===== config.mk =====
export PLATFORM = sky130hd
export DESIGN_NAME = sha256_stream_hasher
export DESIGN_NICKNAME = d
export VERILOG_FILES = /design/src/rtl/sha_pkg.sv /design/src/rtl/sha256_stream_hasher.sv /design/src/rtl/sha_dp.sv /design/src/rtl/sha_ctrl.sv
export VERILOG_INCLUDE_DIRS = /design/src /design/src/rtl
export SDC_FILE = /design/constraint.sdc
export NUM_CORES = 2
export LEC_CHECK = 0
export CORE_MARGIN = 3
export CORE_UTILIZATION = 40
export DETAILED_ROUTE_END_ITERATION = 12
export DONT_BUFFER_PORTS = 1
export GPL_TIMING_DRIVEN = 0
export PLACE_DENSITY = 0.67
export SLEW_MARGIN = 20
export SYNTH_ARGS = -nofsm -noshare
export SYNTH_HDL_FRONTEND = slang
export SYNTH_SLANG_ARGS = --single-unit
export TNS_END_PERCENT = 30

===== constraint.sdc =====
create_clock -name i_clk -period 14.15 [get_ports i_clk]
set_input_delay 0.7075 -clock i_clk [delete_from_list [all_inputs] [get_ports i_clk]]
set_output_delay 0.7075 -clock i_clk [all_outputs]
set_load 0.01 [all_outputs]

===== src/rtl/sha256_stream_hasher_defines.svh =====
// Assertion macros shared by the SHA-256 stream hasher RTL.
// No dependencies; included by sha_ctrl, the module that carries assertions.
`ifndef SHA256_STREAM_HASHER_DEFINES_SVH
`define SHA256_STREAM_HASHER_DEFINES_SVH

// Same-cycle implication, disabled while reset is asserted.
`define SHA_ASSERT_IMP(label, clk, rst_n, ante, cons, msg) \
    label: assert property (@(posedge clk) disable iff (!(rst_n)) (ante) |-> (cons)) \
        else $error(msg);

// Next-cycle implication, disabled while reset is asserted.
`define SHA_ASSERT_NXT(label, clk, rst_n, ante, cons, msg) \
    label: assert property (@(posedge clk) disable iff (!(rst_n)) (ante) |=> (cons)) \
        else $error(msg);

`endif


===== src/rtl/sha_pkg.sv =====
// Shared types, codes and constant tables for the SHA-256 stream hasher.
// No dependencies; used by sha_dp, sha_ctrl and sha256_stream_hasher.
`default_nettype none

package sha_pkg;

    // Source of the byte written into the block line.
    typedef logic [1:0] t_byte_kind;
    localparam t_byte_kind BYTE_DATA = 2'd0;
    localparam t_byte_kind BYTE_80   = 2'd1;
    localparam t_byte_kind BYTE_ZERO = 2'd2;
    localparam t_byte_kind BYTE_LEN  = 2'd3;

    localparam int unsigned DIGEST_WORDS = 8;
    localparam logic [2:0]  LAST_WORD_IDX = 3'd7;

    // Commands from the controller to the datapath and output stage.
    typedef struct packed {
        logic       wr_byte;
        t_byte_kind byte_kind;
        logic       count_inc;
        logic       start;
        logic       round;
        logic       fold;
        logic       init;
        logic       load_out;
        logic [2:0] word_idx;
    } t_cmd;

    // Status from the datapath to the controller.
    typedef struct packed {
        logic pos_last;
        logic pos_56;
        logic round_last;
    } t_sts;

    function automatic logic [31:0] f_init_h(input logic [2:0] idx);
        logic [31:0] v;
        case (idx)
            3'd0: v = 32'h6a09e667;
            3'd1: v = 32'hbb67ae85;
            3'd2: v = 32'h3c6ef372;
            3'd3: v = 32'ha54ff53a;
            3'd4: v = 32'h510e527f;
            3'd5: v = 32'h9b05688c;
            3'd6: v = 32'h1f83d9ab;
            3'd7: v = 32'h5be0cd19;
            default: v = 32'h0;
        endcase
        return v;
    endfunction

    function automatic logic [31:0] f_round_k(input logic [5:0] idx);
        logic [31:0] v;
        case (idx)
            6'd0:  v = 32'h428a2f98;  6'd1:  v = 32'h71374491;
            6'd2:  v = 32'hb5c0fbcf;  6'd3:  v = 32'he9b5dba5;
            6'd4:  v = 32'h3956c25b;  6'd5:  v = 32'h59f111f1;
            6'd6:  v = 32'h923f82a4;  6'd7:  v = 32'hab1c5ed5;
            6'd8:  v = 32'hd807aa98;  6'd9:  v = 32'h12835b01;
            6'd10: v = 32'h243185be;  6'd11: v = 32'h550c7dc3;
            6'd12: v = 32'h72be5d74;  6'd13: v = 32'h80deb1fe;
            6'd14: v = 32'h9bdc06a7;  6'd15: v = 32'hc19bf174;
            6'd16: v = 32'he49b69c1;  6'd17: v = 32'hefbe4786;
            6'd18: v = 32'h0fc19dc6;  6'd19: v = 32'h240ca1cc;
            6'd20: v = 32'h2de92c6f;  6'd21: v = 32'h4a7484aa;
            6'd22: v = 32'h5cb0a9dc;  6'd23: v = 32'h76f988da;
            6'd24: v = 32'h983e5152;  6'd25: v = 32'ha831c66d;
            6'd26: v = 32'hb00327c8;  6'd27: v = 32'hbf597fc7;
            6'd28: v = 32'hc6e00bf3;  6'd29: v = 32'hd5a79147;
            6'd30: v = 32'h06ca6351;  6'd31: v = 32'h14292967;
            6'd32: v = 32'h27b70a85;  6'd33: v = 32'h2e1b2138;
            6'd34: v = 32'h4d2c6dfc;  6'd35: v = 32'h53380d13;
            6'd36: v = 32'h650a7354;  6'd37: v = 32'h766a0abb;
            6'd38: v = 32'h81c2c92e;  6'd39: v = 32'h92722c85;
            6'd40: v = 32'ha2bfe8a1;  6'd41: v = 32'ha81a664b;
            6'd42: v = 32'hc24b8b70;  6'd43: v = 32'hc76c51a3;
            6'd44: v = 32'hd192e819;  6'd45: v = 32'hd6990624;
            6'd46: v = 32'hf40e3585;  6'd47: v = 32'h106aa070;
            6'd48: v = 32'h19a4c116;  6'd49: v = 32'h1e376c08;
            6'd50: v = 32'h2748774c;  6'd51: v = 32'h34b0bcb5;
            6'd52: v = 32'h391c0cb3;  6'd53: v = 32'h4ed8aa4a;
            6'd54: v = 32'h5b9cca4f;  6'd55: v = 32'h682e6ff3;
            6'd56: v = 32'h748f82ee;  6'd57: v = 32'h78a5636f;
            6'd58: v = 32'h84c87814;  6'd59: v = 32'h8cc70208;
            6'd60: v = 32'h90befffa;  6'd61: v = 32'ha4506ceb;
            6'd62: v = 32'hbef9a3f7;  6'd63: v = 32'hc67178f2;
            default: v = 32'h0;
        endcase
        return v;
    endfunction

endpackage

`default_nettype wire


===== src/rtl/sha256_stream_hasher.sv =====
// Top level of the SHA-256 stream hasher: controller, datapath and the
// registered result stage. Depends on sha_pkg, sha_ctrl and sha_dp.
//
//  Channel   | Direction | tdata            | tuser          | tlast
//  ----------+-----------+------------------+----------------+----------------
//  s_axis    | in        | data_byte [7:0]  | has_byte [0]   | end_of_message
//  m_axis    | out       | digest_word[31:0]| word_index[2:0]| last_word
//
// A transaction carrying a byte writes it into the block line; the byte that fills a 64-byte
// block also starts a compression: 64 rounds of the single round unit plus one fold.
// A closing transaction writes the padding through the same block line,
// compresses one or two blocks, then emits the eight digest words, one per
// cycle while m_axis_tready is high.
// Reset is synchronous and active low; it loads the initial hash values and
// clears the byte count. A stall on m_axis only holds the result register and
// the digest sequencing; s_axis_tready is high only while the block is idle,
// and a new message may start while the last digest word still waits.
`default_nettype none

module sha256_stream_hasher (
    input  wire logic        i_clk,
    input  wire logic        i_rst_n,
    input  wire logic        i_s_axis_tvalid,
    output logic             o_s_axis_tready,
    input  wire logic [7:0]  i_s_axis_tdata,   // [7:0] data_byte
    input  wire logic        i_s_axis_tuser,   // [0] has_byte
    input  wire logic        i_s_axis_tlast,   // end_of_message
    output logic             o_m_axis_tvalid,
    input  wire logic        i_m_axis_tready,
    output logic [31:0]      o_m_axis_tdata,   // [31:0] digest_word
    output logic [2:0]       o_m_axis_tuser,   // [2:0] word_index
    output logic             o_m_axis_tlast    // last_word
);

    sha_pkg::t_cmd cmd;
    sha_pkg::t_sts sts;
    logic [31:0]   hash_word;
    logic          out_free;

    // Result register: valid until the downstream side takes it.
    logic          r_out_valid;
    logic [31:0]   r_out_word;
    logic [2:0]    r_out_idx;
    logic          r_out_last;

    assign out_free = !r_out_valid || i_m_axis_tready;

    sha_ctrl u_ctrl (
        .i_clk      (i_clk),
        .i_rst_n    (i_rst_n),
        .i_in_valid (i_s_axis_tvalid),
        .i_has_byte (i_s_axis_tuser),
        .i_end_msg  (i_s_axis_tlast),
        .i_out_free (out_free),
        .i_sts      (sts),
        .o_in_ready (o_s_axis_tready),
        .o_cmd      (cmd)
    );

    sha_dp u_dp (
        .i_clk       (i_clk),
        .i_rst_n     (i_rst_n),
        .i_cmd       (cmd),
        .i_data_byte (i_s_axis_tdata),
        .o_sts       (sts),
        .o_hash_word (hash_word)
    );

    always_ff @(posedge i_clk) begin
        if (!i_rst_n) begin
            r_out_valid <= 1'b0;
        end else if (cmd.load_out) begin
            r_out_valid <= 1'b1;
        end else if (i_m_axis_tready) begin
            r_out_valid <= 1'b0;
        end
    end

    // Payload only changes when a new digest word is loaded.
    always_ff @(posedge i_clk) begin
        if (cmd.load_out) begin
            r_out_word <= hash_word;
            r_out_idx  <= cmd.word_idx;
            r_out_last <= (cmd.word_idx == sha_pkg::LAST_WORD_IDX);
        end
    end

    assign o_m_axis_tvalid = r_out_valid;
    assign o_m_axis_tdata  = r_out_word;
    assign o_m_axis_tuser  = r_out_idx;
    assign o_m_axis_tlast  = r_out_last;

endmodule

`default_nettype wire


===== src/rtl/sha_dp.sv =====
// Datapath of the SHA-256 stream hasher: block line, message schedule,
// round unit, chaining words and byte count. Depends on sha_pkg.
`default_nettype none

module sha_dp (
    input  wire logic         i_clk,
    input  wire logic         i_rst_n,
    input  wire sha_pkg::t_cmd i_cmd,
    input  wire logic [7:0]   i_data_byte,
    output sha_pkg::t_sts     o_sts,
    output logic [31:0]       o_hash_word
);

    // The block line holds 64 bytes; word 0 is the top 32 bits. Bytes shift
    // in at the bottom, and during rounds it acts as the 16-word schedule.
    logic [511:0] r_line;
    logic [5:0]   r_pos;
    logic [60:0]  r_count;
    logic [31:0]  r_h [8];
    logic [31:0]  r_v [8];
    logic [5:0]   r_rnd;

    logic [63:0]  len_bits;
    logic [7:0]   wr_byte;
    logic [31:0]  w0, w1, w9, w14, new_w;
    logic [31:0]  t1, t2, ch, maj;

    function automatic logic [31:0] f_ssig0(input logic [31:0] x);
        return {x[6:0], x[31:7]} ^ {x[17:0], x[31:18]} ^ (x >> 3);
    endfunction

    function automatic logic [31:0] f_ssig1(input logic [31:0] x);
        return {x[16:0], x[31:17]} ^ {x[18:0], x[31:19]} ^ (x >> 10);
    endfunction

    function automatic logic [31:0] f_bsig0(input logic [31:0] x);
        return {x[1:0], x[31:2]} ^ {x[12:0], x[31:13]} ^ {x[21:0], x[31:22]};
    endfunction

    function automatic logic [31:0] f_bsig1(input logic [31:0] x);
        return {x[5:0], x[31:6]} ^ {x[10:0], x[31:11]} ^ {x[24:0], x[31:25]};
    endfunction

    assign len_bits = {r_count, 3'b000};

    always_comb begin
        case (i_cmd.byte_kind)
            sha_pkg::BYTE_DATA: wr_byte = i_data_byte;
            sha_pkg::BYTE_80:   wr_byte = 8'h80;
            sha_pkg::BYTE_ZERO: wr_byte = 8'h00;
            sha_pkg::BYTE_LEN:  wr_byte = len_bits[{~r_pos[2:0], 3'b000} +: 8];
            default:            wr_byte = 8'h00;
        endcase
    end

    // Schedule taps: w[t], w[t+1], w[t+9] and w[t+14].
    assign w0    = r_line[511:480];
    assign w1    = r_line[479:448];
    assign w9    = r_line[223:192];
    assign w14   = r_line[63:32];
    assign new_w = f_ssig1(w14) + w9 + f_ssig0(w1) + w0;

    assign ch  = (r_v[4] & r_v[5]) ^ (~r_v[4] & r_v[6]);
    assign maj = (r_v[0] & r_v[1]) ^ (r_v[0] & r_v[2]) ^ (r_v[1] & r_v[2]);
    assign t1  = r_v[7] + f_bsig1(r_v[4]) + ch + sha_pkg::f_round_k(r_rnd) + w0;
    assign t2  = f_bsig0(r_v[0]) + maj;

    always_ff @(posedge i_clk) begin
        if (i_cmd.wr_byte) begin
            r_line <= {r_line[503:0], wr_byte};
        end else if (i_cmd.round) begin
            r_line <= {r_line[479:0], new_w};
        end
    end

    always_ff @(posedge i_clk) begin
        if (i_cmd.start) begin
            for (int i = 0; i < 8; i++) begin
                r_v[i] <= r_h[i];
            end
        end else if (i_cmd.round) begin
            r_v[0] <= t1 + t2;
            r_v[1] <= r_v[0];
            r_v[2] <= r_v[1];
            r_v[3] <= r_v[2];
            r_v[4] <= r_v[3] + t1;
            r_v[5] <= r_v[4];
            r_v[6] <= r_v[5];
            r_v[7] <= r_v[6];
        end
    end

    always_ff @(posedge i_clk) begin
        if (!i_rst_n) begin
            r_pos   <= '0;
            r_count <= '0;
            r_rnd   <= '0;
            for (int i = 0; i < 8; i++) begin
                r_h[i] <= sha_pkg::f_init_h(3'(i));
            end
        end else begin
            if (i_cmd.wr_byte) begin
                r_pos <= r_pos + 6'd1;
            end
            if (i_cmd.init) begin
                r_count <= '0;
            end else if (i_cmd.count_inc) begin
                r_count <= r_count + 61'd1;
            end
            if (i_cmd.start) begin
                r_rnd <= '0;
            end else if (i_cmd.round) begin
                r_rnd <= r_rnd + 6'd1;
            end
            for (int i = 0; i < 8; i++) begin
                if (i_cmd.init) begin
                    r_h[i] <= sha_pkg::f_init_h(3'(i));
                end else if (i_cmd.fold) begin
                    r_h[i] <= r_h[i] + r_v[i];
                end
            end
        end
    end

    assign o_sts.pos_last   = (r_pos == 6'd63);
    assign o_sts.pos_56     = (r_pos == 6'd56);
    assign o_sts.round_last = (r_rnd == 6'd63);
    assign o_hash_word      = r_h[i_cmd.word_idx];

endmodule

`default_nettype wire


===== src/rtl/sha_ctrl.sv =====
// Controller of the SHA-256 stream hasher: sequences byte intake, padding,
// compression and digest output. Depends on sha_pkg and the defines header.
`default_nettype none
`include "sha256_stream_hasher_defines.svh"

module sha_ctrl (
    input  wire logic          i_clk,
    input  wire logic          i_rst_n,
    input  wire logic          i_in_valid,
    input  wire logic          i_has_byte,
    input  wire logic          i_end_msg,
    input  wire logic          i_out_free,
    input  wire sha_pkg::t_sts i_sts,
    output logic               o_in_ready,
    output sha_pkg::t_cmd      o_cmd
);

    localparam logic [2:0] S_IDLE   = 3'd0;
    localparam logic [2:0] S_ROUND  = 3'd1;
    localparam logic [2:0] S_FOLD   = 3'd2;
    localparam logic [2:0] S_PAD80  = 3'd3;
    localparam logic [2:0] S_PADZ   = 3'd4;
    localparam logic [2:0] S_PADLEN = 3'd5;
    localparam logic [2:0] S_OUT    = 3'd6;

    logic [2:0] r_state, n_state;
    logic [2:0] r_ret, n_ret;       // state to resume after a non-final fold
    logic       r_final, n_final;   // current compression closes the message
    logic [2:0] r_widx, n_widx;

    always_comb begin
        n_state    = r_state;
        n_ret      = r_ret;
        n_final    = r_final;
        n_widx     = r_widx;
        o_in_ready = 1'b0;
        o_cmd      = '0;
        case (r_state)
            S_IDLE: begin
                o_in_ready = 1'b1;
                if (i_in_valid) begin
                    if (i_has_byte) begin
                        o_cmd.wr_byte   = 1'b1;
                        o_cmd.byte_kind = sha_pkg::BYTE_DATA;
                        o_cmd.count_inc = 1'b1;
                    end
                    if (i_has_byte && i_sts.pos_last) begin
                        o_cmd.start = 1'b1;
                        n_state     = S_ROUND;
                        n_final     = 1'b0;
                        n_ret       = i_end_msg ? S_PAD80 : S_IDLE;
                    end else if (i_end_msg) begin
                        n_state = S_PAD80;
                    end
                end
            end
            S_ROUND: begin
                o_cmd.round = 1'b1;
                if (i_sts.round_last) begin
                    n_state = S_FOLD;
                end
            end
            S_FOLD: begin
                o_cmd.fold = 1'b1;
                if (r_final) begin
                    n_state = S_OUT;
                    n_widx  = '0;
                end else begin
                    n_state = r_ret;
                end
            end
            S_PAD80: begin
                o_cmd.wr_byte   = 1'b1;
                o_cmd.byte_kind = sha_pkg::BYTE_80;
                n_state         = S_PADZ;
                if (i_sts.pos_last) begin
                    o_cmd.start = 1'b1;
                    n_state     = S_ROUND;
                    n_final     = 1'b0;
                    n_ret       = S_PADZ;
                end
            end
            S_PADZ: begin
                if (i_sts.pos_56) begin
                    n_state = S_PADLEN;
                end else begin
                    o_cmd.wr_byte   = 1'b1;
                    o_cmd.byte_kind = sha_pkg::BYTE_ZERO;
                    if (i_sts.pos_last) begin
                        o_cmd.start = 1'b1;
                        n_state     = S_ROUND;
                        n_final     = 1'b0;
                        n_ret       = S_PADZ;
                    end
                end
            end
            S_PADLEN: begin
                o_cmd.wr_byte   = 1'b1;
                o_cmd.byte_kind = sha_pkg::BYTE_LEN;
                if (i_sts.pos_last) begin
                    o_cmd.start = 1'b1;
                    n_state     = S_ROUND;
                    n_final     = 1'b1;
                end
            end
            S_OUT: begin
                o_cmd.word_idx = r_widx;
                if (i_out_free) begin
                    o_cmd.load_out = 1'b1;
                    n_widx         = r_widx + 3'd1;
                    if (r_widx == sha_pkg::LAST_WORD_IDX) begin
                        o_cmd.init = 1'b1;
                        n_final    = 1'b0;
                        n_state    = S_IDLE;
                    end
                end
            end
            default: begin
                n_state = S_IDLE;
            end
        endcase
    end

    always_ff @(posedge i_clk) begin
        if (!i_rst_n) begin
            r_state <= S_IDLE;
            r_ret   <= S_IDLE;
            r_final <= 1'b0;
            r_widx  <= '0;
        end else begin
            r_state <= n_state;
            r_ret   <= n_ret;
            r_final <= n_final;
            r_widx  <= n_widx;
        end
    end

    `SHA_ASSERT_NXT(a_round_to_fold, i_clk, i_rst_n, (r_state == S_ROUND) && i_sts.round_last, r_state == S_FOLD, "compression did not end after 64 rounds")
    `SHA_ASSERT_NXT(a_final_to_out, i_clk, i_rst_n, (r_state == S_FOLD) && r_final, r_state == S_OUT, "final fold not followed by digest output")
    `SHA_ASSERT_NXT(a_len_at_56, i_clk, i_rst_n, (r_state == S_PADZ) && i_sts.pos_56, (r_state == S_PADLEN) && i_sts.pos_56, "length field does not start at byte 56")
    `SHA_ASSERT_IMP(a_no_load_in_idle, i_clk, i_rst_n, o_in_ready, !o_cmd.load_out && !o_cmd.round, "input taken while busy")

endmodule

`default_nettype wire


==> metrics.txt <==
status=finished, final reports clean; clk_skew=0.05090 ns; syn_nets=9025; H-tree Lvls=4; CP Max Fanout=6; dominant cell type by area after synthesis=edfxtp_1; r2r startpoint=u_dp.r_v[0][154]; placed cell areas=81030 µm²; drt wl/cell=24.80 µm; initial DRC count=8253; Final Critical Period=9.363 ns; port bufs=0; CTS max path bufs=3; RSZ-0062 raised after global routing=no; Slew @ Worst Pin=1.254 ns; GP Congestion=1.052; post-synth cell types=98; Peak Freq=0.1068 GHz; final setup fails=0; Critical Path End Type=flip-flop; Reg clk slew, reported paths=0.06 ns; Async S/R FF share, synth=0%; synthesized instance count=8422; Worst setup SP type=flip-flop; Place WS=5.015 ns; largest stage delay on the critical path=0.73 ns; final WL=278.1 mm; cell area after layout=85700 µm²; Slowest-stage cell, CP=xnor2_1; root buf cell=clkbuf_16; Relative slew margins=15.54%; chip width=445.6 µm; setup ws final=4.787 ns; die footprint=198600 µm²; setup TNS=0 ns; # hold bufs at CTS=0; Num CTS Buffers=139; via count=65370; cts repair resizes=0; class of the worst hold path=input pin to flip-flop; post-synthesis register bit count=1175; All-Layer GR Usage=27.21%; CTS Sinks=1175; area growth from synthesis to layout=10.87%; ys flop type=edfxtp_1; max_cap viols=0; Final Hold Viols=0; Hold Slack=0.06814 ns; # fillers=18080; top-area cell type share of the netlist area=41.18%; NumNets Final=9187; sequential share of the synthesized area=44.16%; total grt overflow=0; worst-case reg-to-reg path depth=30; Final ANT Viol Nets=0; Die Ht=445.6 µm; vias in the first global route=62340; share of layout cells above drive strength 1=4.243%; Via-to-Cell Ratio=5.829; DRT Pass-1 Iters=6; crit share post-route=66.17%; Critical Path AT=9.86 ns; post-DP HPWL=217.0 mm; setup slack, reg-to-reg=4.79 ns; Setup Fix Bufs, Post-CTS=0; WP data required=14.65 ns; Setup CP Type=flip-flop to flip-flop; first-pass GRT wire length=402.8 mm; DR DRC count=0; ranking of synthesized cells by area=edfxtp_1 41%, nand2_1 13%, ha_1 6.4%; CTS tree=done; largest net degree at the start of global routing=103; Final Max Tran Viols=0; synthesis warning total=0; CORE AREA=191200 µm²; Skew-Pair Late Insertion Delay=0.82 ns; IO Count=52; Avg Cell Area, Syn=9.178 µm²; number of core rows=160; crit path to=u_dp.r_v[0][31]; CP Launch Point=u_dp.r_v[0][154]; initial antenna violation count=13; number of flops mapped to enable cells by yosys=1060; initial core utilization=40.43%; mapped cell area=77300 µm²; RR Endpoint=u_dp.r_v[0][31]
==> worst min-delay path by stage <==
stage | startpoint | to | slack [ns] | depth (start not counted)
after global placement | u_ctrl.r_ret[1] | u_ctrl.r_ret[1] | 0.46 | 2
after CTS | i_s_axis_tlast | u_ctrl.r_ret[1] | 0.01 | 2
final | i_s_axis_tlast | u_ctrl.r_ret[1] | 0.07 | 2
after global routing | i_s_axis_tlast | u_ctrl.r_ret[1] | 0.07 | 2
after detailed placement | u_ctrl.r_ret[1] | u_ctrl.r_ret[1] | 0.47 | 2
after floorplan | u_ctrl.r_ret[1] | u_ctrl.r_ret[1] | 0.44 | 2
==> critical path: cells and delay by family, from the launching register on <==
| family | cells | cell delay [ns] |
|---|---|---|
| buf+inv | 4 | 0.85 |
| compound gates | 11 | 2.50 |
| xor+xnor | 5 | 1.65 |
| flops | 1 | 0.39 |
| simple gates | 3 | 0.74 |
| fa+ha+maj | 7 | 2.90 |
==> layer usage <==
metal / track usage [%] / share of wire, %
met1: 37.51 / 40
met4: 14.31 / 6.0
met5: 0.09768 / 0.023
met3: 5.200 / 11
met2: 40.55 / 43
==> cell type report <==
class | instances | area [µm²] | share of cell area (%)
multi-input cells | 6508 | 40390 | 47.13
well taps | 2511 | 3142 | 3.666
diodes | 6 | 15.01 | 0.01752
flip-flops and latches | 1175 | 34130 | 39.83
repair buffers | 21 | 526.8 | 0.6146
plain buffers | 454 | 1769 | 2.064
inverters | 285 | 1070 | 1.248
clock inverters | 82 | 974.7 | 1.137
clock buffers | 171 | 3680 | 4.294
==> cells by family after synthesis <==
group | Yosys count | synth area share (%)
XOR/XNOR | 617 | 7.010
buffers and inverters | 739 | 3.648
AO/OA/AOI/OAI | 1512 | 12.38
multiplexers | 64 | 1.083
adder cells (fa/ha/maj) | 611 | 11.71
AND/OR/NAND/NOR | 3704 | 20.01
flip-flops | 1175 | 44.16
==> synthesized netlist by cell type (all sizes together), types with 97 or more instances <==
library cell and n:
nand3 240, nand2 2610, a21o 189, ha 394, xor2 228, nand2b 98, fa 195, clkbuf 404
nor3 97, nor2 377, edfxtp 1060, o21ai 433, dfxtp 115, a21oi 388, inv 284, xnor2 389
==> per-stage QoR <==
step	cells	utilization [%]
4_1_cts	11210	44.82
3_3_place_gp	10930	42.08
5_1_grt	11210	44.82
6_report	11210	44.83
2_1_floorplan	8422	-
3_5_place_dp	10950	42.38
==> layout by cell type (no fill, tap or decap), types with 46 or more instances in the layout <==
cell type	synthesis	final
a21oi_1	388	388
and3_1	47	46
nand3_1	238	238
ha_1	394	394
dfxtp_1	115	115
fa_1	195	195
xor2_1	228	228
o21a_1	58	58
xnor2_1	387	386
clkbuf_16	0	140
nand2b_1	98	98
nor3_1	95	95
inv_1	280	280
a21o_1	189	189
nand2_1	2609	2607
edfxtp_1	1060	1060
nor2_1	375	375
clkbuf_1	404	416
o21bai_1	49	49
o21ai_0	412	410
==> flip-flops by register name (all words and copies together) (netlist names), 2 cells and up, named ones only <==
name,flops
u_dp.r_line,512
u_dp.r_h,256
u_dp.r_v,256
u_dp.r_count,61
o_m_axis_tdata,32
u_dp.r_pos,6
u_dp.r_rnd,6
o_m_axis_tuser,3
u_ctrl.r_state,3
u_ctrl.r_widx,3
u_ctrl.r_ret,2
Power is left out: the tool's default activity adds up to more than one toggle a clock period on the data nets, which glitch-free logic cannot reach.
